==> src/rtl/fsk_pkg.sv <==
// shared types, constants and sine table of the fsk tone modulator
`timescale 1ns / 1ps

package fsk_pkg;

	localparam int NUM_SYMBOLS     = 79;
	localparam int SINE_TABLE_BITS = 10;

	// symbol index width and divider step counter width
	localparam int SYM_W     = (NUM_SYMBOLS > 1) ? $clog2(NUM_SYMBOLS) : 1;
	localparam int DIV_CNT_W = (SYM_W > 1) ? $clog2(SYM_W) : 1;

	localparam int SPS_W   = 14;
	localparam int COUNT_W = 24;
	localparam int PHASE_W = 32;
	localparam int AMP_W   = 16;
	localparam int MAG_W   = 15;
	localparam int ADDR_W  = 5;
	localparam int DATA_W  = 32;

	// width of the run length, symbols times samples per symbol
	localparam int RUN_W   = SPS_W + SYM_W + 1;

	localparam int QTR_W   = SINE_TABLE_BITS - 2;
	localparam int QUARTER = 1 << QTR_W;

	localparam logic [AMP_W-1:0] FULL_AMP  = 16'd32767;
	localparam logic [MAG_W-1:0] DECAY_Q15 = 15'd32113;

	localparam logic [63:0] HALF_PI_Q30 = 64'd1686629713;
	localparam logic [63:0] ONE_Q30     = 64'd1 << 30;

	// register indexes on the configuration port
	localparam logic [2:0] REG_SAMPLES_PER_SYMBOL = 3'd0;
	localparam logic [2:0] REG_BASE_PHASE_STEP    = 3'd1;
	localparam logic [2:0] REG_TONE_PHASE_STEP    = 3'd2;
	localparam logic [2:0] REG_TUNING_MODE        = 3'd3;
	localparam logic [2:0] REG_START_WAIT_SAMPLES = 3'd4;
	localparam logic [2:0] REG_FADE_START_SAMPLE  = 3'd5;

	typedef enum logic [1:0] {
		OP_TICK  = 2'd0,
		OP_START = 2'd1,
		OP_STOP  = 2'd2,
		OP_LOAD  = 2'd3
	} op_t;

	typedef enum logic [1:0] {
		MODE_IDLE   = 2'd0,
		MODE_SYNC   = 2'd1,
		MODE_ACTIVE = 2'd2
	} mode_t;

	typedef enum logic [3:0] {
		ST_IDLE,
		ST_DIV,
		ST_RD,
		ST_STEP,
		ST_PHASE,
		ST_LUT,
		ST_MUL,
		ST_FIN,
		ST_DONE
	} ctrl_state_t;

	typedef struct packed {
		logic [SPS_W-1:0]   samples_per_symbol;
		logic [PHASE_W-1:0] base_phase_step;
		logic [PHASE_W-1:0] tone_phase_step;
		logic               tuning_mode;
		logic [COUNT_W-1:0] start_wait_samples;
		logic [COUNT_W-1:0] fade_start_sample;
	} cfg_t;

	typedef struct packed {
		logic                 accept;
		logic                 div_step;
		logic [DIV_CNT_W-1:0] div_bit;
		logic                 tone_rd;
		logic                 step;
		logic                 phase;
		logic                 lut;
		logic                 mul;
		logic                 fin;
		logic                 load_out;
	} dp_cmd_t;

	typedef struct packed {
		logic tick_work;
		logic tuning;
	} dp_status_t;

	typedef logic [MAG_W-1:0] sine_lut_t [QUARTER];

	// quarter-wave sine magnitude in q15, odd series to x^9 in q30
	function automatic logic [MAG_W-1:0] sine_mag(input int unsigned m);
		logic [63:0] x;
		logic [63:0] x2;
		logic [63:0] t;
		logic [63:0] s;
		logic [63:0] r;
		x  = (64'(m) * HALF_PI_Q30) >> QTR_W;
		x2 = (x * x) >> 30;
		t  = ONE_Q30 - x2 / 64'd72;
		t  = ONE_Q30 - ((x2 * t) >> 30) / 64'd42;
		t  = ONE_Q30 - ((x2 * t) >> 30) / 64'd20;
		t  = ONE_Q30 - ((x2 * t) >> 30) / 64'd6;
		s  = (x * t) >> 30;
		r  = (s + 64'd16384) >> 15;
		return (r > 64'd32767) ? 15'd32767 : r[MAG_W-1:0];
	endfunction

	function automatic sine_lut_t build_sine_lut();
		sine_lut_t lut;
		for (int i = 0; i < QUARTER; i++) begin
			lut[i] = sine_mag(i);
		end
		return lut;
	endfunction

	localparam sine_lut_t SINE_LUT = build_sine_lut();
	// entry at the quarter-wave peak, outside the table
	localparam logic [MAG_W-1:0] SINE_PEAK = sine_mag(QUARTER);

endpackage

==> src/rtl/fsk_regs.sv <==
// apb configuration registers of the fsk tone modulator
`timescale 1ns / 1ps

module fsk_regs import fsk_pkg::*; (
	input  logic              clk,
	input  logic              arst_n,
	input  logic              psel,
	input  logic              penable,
	input  logic              pwrite,
	input  logic [ADDR_W-1:0] paddr,
	input  logic [DATA_W-1:0] pwdata,
	output logic [DATA_W-1:0] prdata,
	output logic              pready,
	output cfg_t              cfg
);

	cfg_t       cfg_q;
	logic       wr_en;
	logic [2:0] reg_idx;

	assign pready  = 1'b1;
	assign wr_en   = psel && penable && pwrite && pready;
	assign reg_idx = paddr[ADDR_W-1:2];
	assign cfg     = cfg_q;

	always_ff @(posedge clk or negedge arst_n) begin
		if (!arst_n) begin
			cfg_q.samples_per_symbol <= 14'd1920;
			cfg_q.base_phase_step    <= '0;
			cfg_q.tone_phase_step    <= '0;
			cfg_q.tuning_mode        <= 1'b0;
			cfg_q.start_wait_samples <= '0;
			cfg_q.fade_start_sample  <= '0;
		end else if (wr_en) begin
			unique case (reg_idx)
				REG_SAMPLES_PER_SYMBOL: cfg_q.samples_per_symbol <= pwdata[SPS_W-1:0];
				REG_BASE_PHASE_STEP:    cfg_q.base_phase_step    <= pwdata[PHASE_W-1:0];
				REG_TONE_PHASE_STEP:    cfg_q.tone_phase_step    <= pwdata[PHASE_W-1:0];
				REG_TUNING_MODE:        cfg_q.tuning_mode        <= pwdata[0];
				REG_START_WAIT_SAMPLES: cfg_q.start_wait_samples <= pwdata[COUNT_W-1:0];
				REG_FADE_START_SAMPLE:  cfg_q.fade_start_sample  <= pwdata[COUNT_W-1:0];
				default: ;
			endcase
		end
	end

	always_comb begin
		unique case (reg_idx)
			REG_SAMPLES_PER_SYMBOL: prdata = DATA_W'(cfg_q.samples_per_symbol);
			REG_BASE_PHASE_STEP:    prdata = DATA_W'(cfg_q.base_phase_step);
			REG_TONE_PHASE_STEP:    prdata = DATA_W'(cfg_q.tone_phase_step);
			REG_TUNING_MODE:        prdata = DATA_W'(cfg_q.tuning_mode);
			REG_START_WAIT_SAMPLES: prdata = DATA_W'(cfg_q.start_wait_samples);
			REG_FADE_START_SAMPLE:  prdata = DATA_W'(cfg_q.fade_start_sample);
			default:                prdata = '0;
		endcase
	end

endmodule

==> src/rtl/fsk_ctrl.sv <==
// sequencer state machine of the fsk tone modulator
`timescale 1ns / 1ps

module fsk_ctrl import fsk_pkg::*; (
	input  logic       clk,
	input  logic       arst_n,
	input  logic       in_valid,
	output logic       in_ready,
	output logic       out_valid,
	input  logic       out_ready,
	input  dp_status_t status,
	output dp_cmd_t    cmd
);

	ctrl_state_t          state_q;
	ctrl_state_t          state_d;
	logic [DIV_CNT_W-1:0] div_cnt_q;
	logic                 out_valid_q;

	assign out_valid = out_valid_q;

	always_ff @(posedge clk or negedge arst_n) begin
		if (!arst_n) begin
			state_q     <= ST_IDLE;
			div_cnt_q   <= '0;
			out_valid_q <= 1'b0;
		end else begin
			state_q <= state_d;
			if (cmd.accept) begin
				div_cnt_q <= DIV_CNT_W'(SYM_W - 1);
			end else if (cmd.div_step) begin
				div_cnt_q <= div_cnt_q - 1'b1;
			end
			if (cmd.load_out) begin
				out_valid_q <= 1'b1;
			end else if (out_ready) begin
				out_valid_q <= 1'b0;
			end
		end
	end

	always_comb begin
		state_d    = state_q;
		cmd        = '0;
		in_ready   = (state_q == ST_IDLE);
		cmd.accept = in_valid && in_ready;
		unique case (state_q)
			ST_IDLE: begin
				if (cmd.accept) begin
					if (status.tick_work) begin
						state_d = status.tuning ? ST_RD : ST_DIV;
					end else begin
						state_d = ST_DONE;
					end
				end
			end
			ST_DIV: begin
				cmd.div_step = 1'b1;
				cmd.div_bit  = div_cnt_q;
				if (div_cnt_q == '0) begin
					state_d = ST_RD;
				end
			end
			ST_RD: begin
				cmd.tone_rd = 1'b1;
				state_d     = ST_STEP;
			end
			ST_STEP: begin
				cmd.step = 1'b1;
				state_d  = ST_PHASE;
			end
			ST_PHASE: begin
				cmd.phase = 1'b1;
				state_d   = ST_LUT;
			end
			ST_LUT: begin
				cmd.lut = 1'b1;
				state_d = ST_MUL;
			end
			ST_MUL: begin
				cmd.mul = 1'b1;
				state_d = ST_FIN;
			end
			ST_FIN: begin
				cmd.fin = 1'b1;
				state_d = ST_DONE;
			end
			ST_DONE: begin
				if (!out_valid_q || out_ready) begin
					cmd.load_out = 1'b1;
					state_d      = ST_IDLE;
				end
			end
			default: begin
				state_d = ST_IDLE;
			end
		endcase
	end

endmodule

==> src/rtl/fsk_datapath.sv <==
// run state, symbol divider, tone store and sine datapath
`timescale 1ns / 1ps

module fsk_datapath import fsk_pkg::*; (
	input  logic                clk,
	input  logic                arst_n,
	input  cfg_t                cfg,
	input  dp_cmd_t             cmd,
	output dp_status_t          status,
	input  logic [1:0]          op,
	input  logic [6:0]          tone_index,
	input  logic [2:0]          tone_value,
	output logic signed [15:0]  sample,
	output logic [1:0]          run_state,
	output logic [COUNT_W-1:0]  wait_left
);

	mode_t              mode_q;
	logic [COUNT_W-1:0] silence_q;
	logic [COUNT_W-1:0] sample_count_q;
	logic [PHASE_W-1:0] phase_acc_q;
	logic [PHASE_W-1:0] phase_step_q;
	logic [AMP_W-1:0]   amplitude_q;

	logic [2:0]         tone_mem [NUM_SYMBOLS];
	logic [2:0]         tone_rd_q;

	logic [COUNT_W-1:0] rem_q;
	logic [SYM_W-1:0]   quo_q;
	logic [MAG_W-1:0]   mag_q;
	logic               neg_q;
	logic [30:0]        prod_q;
	logic [15:0]        sample_q;

	logic [15:0]        out_sample_q;
	logic [1:0]         out_mode_q;
	logic [COUNT_W-1:0] out_wait_q;

	op_t                op_c;
	logic [RUN_W-1:0]   run_len;
	logic               past_end;
	logic               silence_zero;
	logic [COUNT_W-1:0] div_trial;
	logic [SYM_W-1:0]   rd_addr;
	logic               load_hit;
	logic [34:0]        tone_prod;
	logic [30:0]        decay_prod;
	logic [SINE_TABLE_BITS-1:0] k;
	logic [1:0]         quad;
	logic [QTR_W:0]     m;
	logic [MAG_W-1:0]   mag_c;
	logic [30:0]        amp_prod;
	logic [31:0]        rounded;
	logic [15:0]        mag16;

	assign op_c         = op_t'(op);
	assign run_len      = RUN_W'(NUM_SYMBOLS) * RUN_W'(cfg.samples_per_symbol);
	assign past_end     = sample_count_q >= COUNT_W'(run_len);
	assign silence_zero = (silence_q == '0);

	// ticks of an active or just-active run go on if tuning or not past end
	assign status.tick_work = (op_c == OP_TICK)
		&& ((mode_q == MODE_ACTIVE) || ((mode_q == MODE_SYNC) && silence_zero))
		&& (cfg.tuning_mode || !past_end);
	assign status.tuning = cfg.tuning_mode;

	assign div_trial  = COUNT_W'(cfg.samples_per_symbol) << cmd.div_bit;
	assign rd_addr    = cfg.tuning_mode ? '0 : quo_q;
	assign load_hit   = cmd.accept && (op_c == OP_LOAD)
		&& (8'(tone_index) < 8'(NUM_SYMBOLS));
	assign tone_prod  = 35'(tone_rd_q) * 35'(cfg.tone_phase_step);
	assign decay_prod = 31'(amplitude_q) * 31'(DECAY_Q15);

	// quarter-wave folding of the top phase bits
	assign k     = phase_acc_q[PHASE_W-1 -: SINE_TABLE_BITS];
	assign quad  = k[SINE_TABLE_BITS-1 -: 2];
	assign m     = quad[0] ? ((QTR_W+1)'(QUARTER) - {1'b0, k[QTR_W-1:0]})
		: {1'b0, k[QTR_W-1:0]};
	assign mag_c = m[QTR_W] ? SINE_PEAK : SINE_LUT[m[QTR_W-1:0]];

	assign amp_prod = 31'(amplitude_q) * 31'(mag_q);
	assign rounded  = 32'(prod_q) + 32'd16384;
	assign mag16    = rounded[30:15];

	assign sample    = $signed(out_sample_q);
	assign run_state = out_mode_q;
	assign wait_left = out_wait_q;

	always_ff @(posedge clk or negedge arst_n) begin
		if (!arst_n) begin
			mode_q         <= MODE_IDLE;
			silence_q      <= '0;
			sample_count_q <= '0;
			phase_acc_q    <= '0;
			phase_step_q   <= '0;
			amplitude_q    <= FULL_AMP;
		end else if (cmd.accept) begin
			unique case (op_c)
				OP_TICK: begin
					if ((mode_q == MODE_SYNC) && !silence_zero) begin
						silence_q <= silence_q - 1'b1;
						if (silence_q == COUNT_W'(1)) begin
							mode_q <= MODE_ACTIVE;
						end
					end else if (mode_q != MODE_IDLE) begin
						if (!cfg.tuning_mode && past_end) begin
							mode_q      <= MODE_IDLE;
							phase_acc_q <= '0;
						end else begin
							mode_q <= MODE_ACTIVE;
						end
					end
				end
				OP_START: begin
					if (cfg.samples_per_symbol == '0) begin
						mode_q         <= MODE_IDLE;
						silence_q      <= '0;
						sample_count_q <= '0;
						phase_acc_q    <= '0;
					end else begin
						phase_acc_q    <= '0;
						phase_step_q   <= '0;
						amplitude_q    <= FULL_AMP;
						sample_count_q <= '0;
						silence_q      <= cfg.tuning_mode ? '0 : cfg.start_wait_samples;
						mode_q         <= (!cfg.tuning_mode && (cfg.start_wait_samples != '0))
							? MODE_SYNC : MODE_ACTIVE;
					end
				end
				OP_STOP: begin
					mode_q         <= MODE_IDLE;
					silence_q      <= '0;
					sample_count_q <= '0;
					phase_acc_q    <= '0;
				end
				OP_LOAD: ;
			endcase
		end else if (cmd.step) begin
			phase_step_q <= cfg.base_phase_step + tone_prod[PHASE_W-1:0];
			if (!cfg.tuning_mode && (sample_count_q > cfg.fade_start_sample)) begin
				amplitude_q <= decay_prod[30:15];
			end
		end else if (cmd.phase) begin
			phase_acc_q <= phase_acc_q + phase_step_q;
		end else if (cmd.fin) begin
			sample_count_q <= sample_count_q + 1'b1;
			if (amplitude_q == '0) begin
				mode_q      <= MODE_IDLE;
				phase_acc_q <= '0;
			end
		end
	end

	// tone store, one write and one registered read
	always_ff @(posedge clk) begin
		if (load_hit) begin
			tone_mem[tone_index[SYM_W-1:0]] <= tone_value;
		end
		if (cmd.tone_rd) begin
			tone_rd_q <= tone_mem[rd_addr];
		end
	end

	always_ff @(posedge clk) begin
		if (cmd.accept) begin
			rem_q    <= sample_count_q;
			quo_q    <= '0;
			sample_q <= '0;
		end
		// restoring division, one quotient bit per step
		if (cmd.div_step && (rem_q >= div_trial)) begin
			rem_q             <= rem_q - div_trial;
			quo_q[cmd.div_bit] <= 1'b1;
		end
		if (cmd.lut) begin
			mag_q <= mag_c;
			neg_q <= quad[1];
		end
		if (cmd.mul) begin
			prod_q <= amp_prod;
		end
		if (cmd.fin) begin
			sample_q <= neg_q ? (16'd0 - mag16) : mag16;
		end
		if (cmd.load_out) begin
			out_sample_q <= sample_q;
			out_mode_q   <= mode_q;
			out_wait_q   <= silence_q;
		end
	end

endmodule

==> src/rtl/fsk_tone_modulator.sv <==
// top level of the continuous-phase 8-tone fsk audio modulator
// usage:
//  - input channel (in_valid/in_ready) carries one command per transaction:
//    tick one sample, start a run, stop, or load the tone of one symbol
//  - output channel (out_valid/out_ready) returns one result per command:
//    signed q1.15 sample, run state and silent samples left
//  - configuration goes through the apb port, register i at byte 4*i, and
//    is written by the user only while no command is in flight (unenforced)
//  - start, stop, load and silent ticks go from accept straight to the done
//    state and the output register; tuning mode skips the divider
//  - a sounding tick runs the 7-step symbol divider (sample count
//    over samples per symbol), the tone store read and the sine path
//  - one command is in work at a time; in_ready is high only when the
//    sequencer is back in its idle state, so a new command is taken only
//    once the result of the last one is in the output register
//  - the output register lets the next command be accepted while a result
//    still waits; if the receiver stalls, the following result holds the
//    sequencer until the register is free, so nothing is lost
//  - reset clears the run state to idle, counters and phase to zero and
//    amplitude to full scale; the tone store is undefined until loaded
`timescale 1ns / 1ps

module fsk_tone_modulator import fsk_pkg::*; (
	input  logic                clk,
	input  logic                arst_n,
	// command channel
	input  logic                in_valid,
	output logic                in_ready,
	input  logic [1:0]          op,
	input  logic [6:0]          tone_index,
	input  logic [2:0]          tone_value,
	// result channel
	output logic                out_valid,
	input  logic                out_ready,
	output logic signed [15:0]  sample,
	output logic [1:0]          run_state,
	output logic [COUNT_W-1:0]  wait_left,
	// configuration port
	input  logic                psel,
	input  logic                penable,
	input  logic                pwrite,
	input  logic [ADDR_W-1:0]   paddr,
	input  logic [DATA_W-1:0]   pwdata,
	output logic [DATA_W-1:0]   prdata,
	output logic                pready
);

	cfg_t       cfg;
	dp_cmd_t    cmd;
	dp_status_t status;

	// register file; the user keeps it static during a run between commands, unenforced
	fsk_regs u_regs (
		.clk     (clk),
		.arst_n  (arst_n),
		.psel    (psel),
		.penable (penable),
		.pwrite  (pwrite),
		.paddr   (paddr),
		.pwdata  (pwdata),
		.prdata  (prdata),
		.pready  (pready),
		.cfg     (cfg)
	);

	// sequencer: accepts a transaction, steps the datapath, hands off the result
	fsk_ctrl u_ctrl (
		.clk       (clk),
		.arst_n    (arst_n),
		.in_valid  (in_valid),
		.in_ready  (in_ready),
		.out_valid (out_valid),
		.out_ready (out_ready),
		.status    (status),
		.cmd       (cmd)
	);

	// run state, phase accumulator, amplitude decay and sine lookup
	fsk_datapath u_datapath (
		.clk        (clk),
		.arst_n     (arst_n),
		.cfg        (cfg),
		.cmd        (cmd),
		.status     (status),
		.op         (op),
		.tone_index (tone_index),
		.tone_value (tone_value),
		.sample     (sample),
		.run_state  (run_state),
		.wait_left  (wait_left)
	);

endmodule
==> config.mk <==
export PLATFORM = sky130hd
export DESIGN_NAME = fsk_tone_modulator
export DESIGN_NICKNAME = d
export VERILOG_FILES = /design/src/rtl/fsk_pkg.sv /design/src/rtl/fsk_regs.sv /design/src/rtl/fsk_ctrl.sv /design/src/rtl/fsk_datapath.sv /design/src/rtl/fsk_tone_modulator.sv
export SDC_FILE = /design/constraint.sdc
export NUM_CORES = 2
export LEC_CHECK = 0
export BUFFER_PORTS_ARGS = -buffer_cell sky130_fd_sc_hd__buf_4
export CAP_MARGIN = 15
export CORE_MARGIN = 2
export CORE_UTILIZATION = 65
export DETAILED_ROUTE_END_ITERATION = 8
export MAX_ROUTING_LAYER = met4
export PLACE_DENSITY = 0.9
export SLEW_MARGIN = 30
export SYNTH_ARGS = -nofsm -noshare
export SYNTH_HDL_FRONTEND = slang
export SYNTH_SLANG_ARGS = --single-unit
==> constraint.sdc <==
create_clock -name clk -period 8.5 [get_ports clk]
set_clock_uncertainty 0.15 [all_clocks]
set_input_delay 0.425 -clock clk [delete_from_list [all_inputs] [get_ports clk]]
set_output_delay 0.425 -clock clk [all_outputs]
set_load 0.01 [all_outputs]
==> reports/summary.txt <==
hpwl dp: 106000 um
Crit Path Class: register to register
WP depth: 18
R2R depth: 18
cell mode on critical path: fa_1
clk slew on worst S/H paths: 0.06 ns
wire per inst: 24.6 um
delay-heaviest family, CP: adder cells
startpoint types: register
row count: 103
Slew Limit Fails: 0
Synth top cells by count: nand2_1, inv_1, ha_1, fa_1, nor2_1
final setup violation count: 0
clock buffer depth: 3
initial antenna violation count: 4
CP required: 8.67 ns
CTS tree: done
WHS Path Cells: 3
first-pass GRT wire length: 245000 um
RSZ-0062 raised after global routing: false
die height: 287 um
Seq cells post-synth: 627
Min-Delay Endpoint: u_ctrl.out_valid$_DFFE_PN0P_
Post-synth EDFFs: 355
synth-to-layout area growth: 8.98%
final net count: 6135
Detailed Route Iter0 Violations: 5699
Final Hold Fails: 0
Max H-tree Level: 3
Final min period: 7.05 ns
Critical Path AT: 7.22 ns
Crit path buffers/inverters: 2
# DRC: 0
TritonRoute pass-1 iters: 7
worst skew pair latency: 0.66 ns
via count: 43236
grt total ovfl: 0
io pins: 133
clock sink total: 627
post_cts resized: 0
TNS Setup: 0 ns
count leader, synth: nand2_1
total of max-cap violations: 0
reg2reg setup slack: 1.45 ns
CP cell instances: and2_1 > fa_1 > fa_1 > inv_1 > fa_1 > inv_1 > fa_1 > fa_1 > fa_1 > ha_1 > a22o_1 > a2111oi_0 > a31oi_1 > a31oi_1 > o31ai_1 > o21a_1 > o21ai_0 > a22oi_1
slew at the pin with the worst max-slew slack: 1.07 ns
top cell type's share of synthesized area: 0.205
Clock Tree Root: clkbuf_16
WL final: 157000 um
Rel. slew slack: 0.280
I/O Buffers: 129
Initial Util: 0.657
CP max-delay cell: dfstp_2
main area contributors after synthesis: edfxtp_1, fa_1, dfrtp_1
worst r2r src: u_datapath.amplitude_q[11]$_DFFE_PN1P_
largest stage delay on the critical path: 0.95 ns
vias in the first global route: 43970
Max Clk Rate: 142 MHz
Main synth FF type: edfxtp_1
CP Max Fanout: 23
cell taking the most area after synthesis: edfxtp_1
cells after synthesis: 5225
CTS Buf Count: 68
fillers: 5120
gpl congestion: 0.994
hold wc startpoint: out_ready
synth unique cells: 91
share of layout cells above drive strength 1: 0.103
Min-Delay Path Class: primary input to register
Post-CTS Hold Buffers: 33
fraction of registers with async set/reset: 0.423
Ys Warns: 0
GRT Util Overall: 0.394
Critical path origin: u_datapath.amplitude_q[11]$_DFFE_PN1P_
number of vias per cell: 6.76
FF-to-FF End: u_datapath.prod_q[28]$_DFFE_PP_
Critical Path Sink Type: register
cell area after synthesis: 0.0520 mm2
largest net degree at the start of global routing: 180
syn avg cell area: 9.95 um2
status: finished, final reports clean
postcts setup bufs: 0
Tcrit/Tclk final: 0.829
die width: 287 um
Post-Syn Nets: 6078
ANT nets after route: 0
total die area: 0.0823 mm2
post-synthesis sequential area ratio: 0.336
CORE AREA: 0.0791 mm2
## worst register-to-register path: stages, from the launching register on
cell and delay (ns):
dfstp_2 0.95, and2_1 0.26, fa_1 0.43, fa_1 0.55
inv_1 0.05, fa_1 0.49, inv_1 0.06, fa_1 0.56
fa_1 0.44, fa_1 0.45, ha_1 0.30, a22o_1 0.21
a2111oi_0 0.45, a31oi_1 0.34, a31oi_1 0.37, o31ai_1 0.16
o21a_1 0.21, o21ai_0 0.22, a22oi_1 0.12
## logic make-up after synthesis
family	Yosys count	synth area share
flip-flops	627	0.336
AO/OA/AOI/OAI	1093	0.132
adder cells (fa/ha/maj)	798	0.246
buffers and inverters	809	0.0596
other	1	0.0000721
multiplexers	255	0.0677
XOR/XNOR	173	0.0291
AND/OR/NAND/NOR	1469	0.129
## metal layers
layer  GRT usage  share of wire  vias up
met5           -              0        -
met4       0.208          0.067        0
met3      0.0816           0.12      793
met2       0.615           0.47     3177
met1       0.487           0.35    20962
li1            -              -    18304
## flip-flops by register name (all words and copies together), names as in the netlist
register	count
u_datapath.tone_mem	237
u_regs.cfg	127
u_datapath.phase_acc_q	32
u_datapath.phase_step_q	32
u_datapath.rem_q	24
u_datapath.sample_count_q	24
u_datapath.silence_q	24
u_datapath.wait_left	24
u_datapath.prod_q	17
u_datapath.amplitude_q	16
u_datapath.sample	16
u_datapath.sample_q	16
u_datapath.mag_q	15
u_datapath.quo_q	7
u_ctrl.state_q	4
u_ctrl.div_cnt_q	3
u_datapath.tone_rd_q	3
u_datapath.mode_q	2
u_datapath.run_state	2
u_ctrl.out_valid	1
u_datapath.neg_q	1
## metrics by stage
| step | hold slack, ns | area (um2) | cells | utilization | setup slack [ns] |
|---|---|---|---|---|---|
| final | 0.105 | 56700 | 6392 | 0.716 | 1.45 |
| after CTS | 0.0642 | 56600 | 6383 | 0.715 | 1.53 |
| after detailed placement | 0.255 | 54000 | 6226 | 0.682 | 1.54 |
| after global routing | 0.102 | 56700 | 6391 | 0.716 | 1.13 |
| after global placement | 0.252 | 54000 | 6226 | 0.682 | 1.67 |
| after floorplan | -0.0206 | 52000 | 5225 | - | 2.00 |
## worst max path at each step
stage	endpoint
after global placement	u_datapath.prod_q[30]$_DFFE_PP_
final	u_datapath.prod_q[28]$_DFFE_PP_
after CTS	u_datapath.prod_q[30]$_DFFE_PP_
after floorplan	u_datapath.prod_q[30]$_DFFE_PP_
after global routing	u_datapath.prod_q[30]$_DFFE_PP_
after detailed placement	u_datapath.prod_q[30]$_DFFE_PP_
## cell type report
type                    instances  area, um2  area share
multi-input cells            3789      31600       0.558
flip-flops and latches        627      17500       0.308
inverters                     568       2130      0.0376
repair buffers                228       1850      0.0326
clock buffers                  88       1810      0.0319
well taps                    1050       1310      0.0232
clock inverters                36        490     0.00865
diodes                          6       15.0    0.000265
## cells in the final DEF (no fill, tap or decap), types with 42 or more instances in the layout
cell type / n
nand2_1: 580
inv_1: 567
ha_1: 420
fa_1: 377
nor2_1: 363
edfxtp_1: 355
o21ai_0: 330
a21oi_1: 263
dfrtp_1: 245
buf_4: 190
and2_1: 125
mux2_2: 116
nand3_1: 91
xnor2_1: 91
nor3_1: 75
xor2_1: 75
mux2i_1: 73
clkbuf_16: 68
a21o_1: 66
mux4_2: 66
o211ai_1: 49
a22oi_1: 49
nor2b_1: 43
nand2b_1: 42
a211oi_1: 42
Power is left out: the tool's default activity adds up to more than one toggle a clock period on the data nets, which glitch-free logic cannot reach.
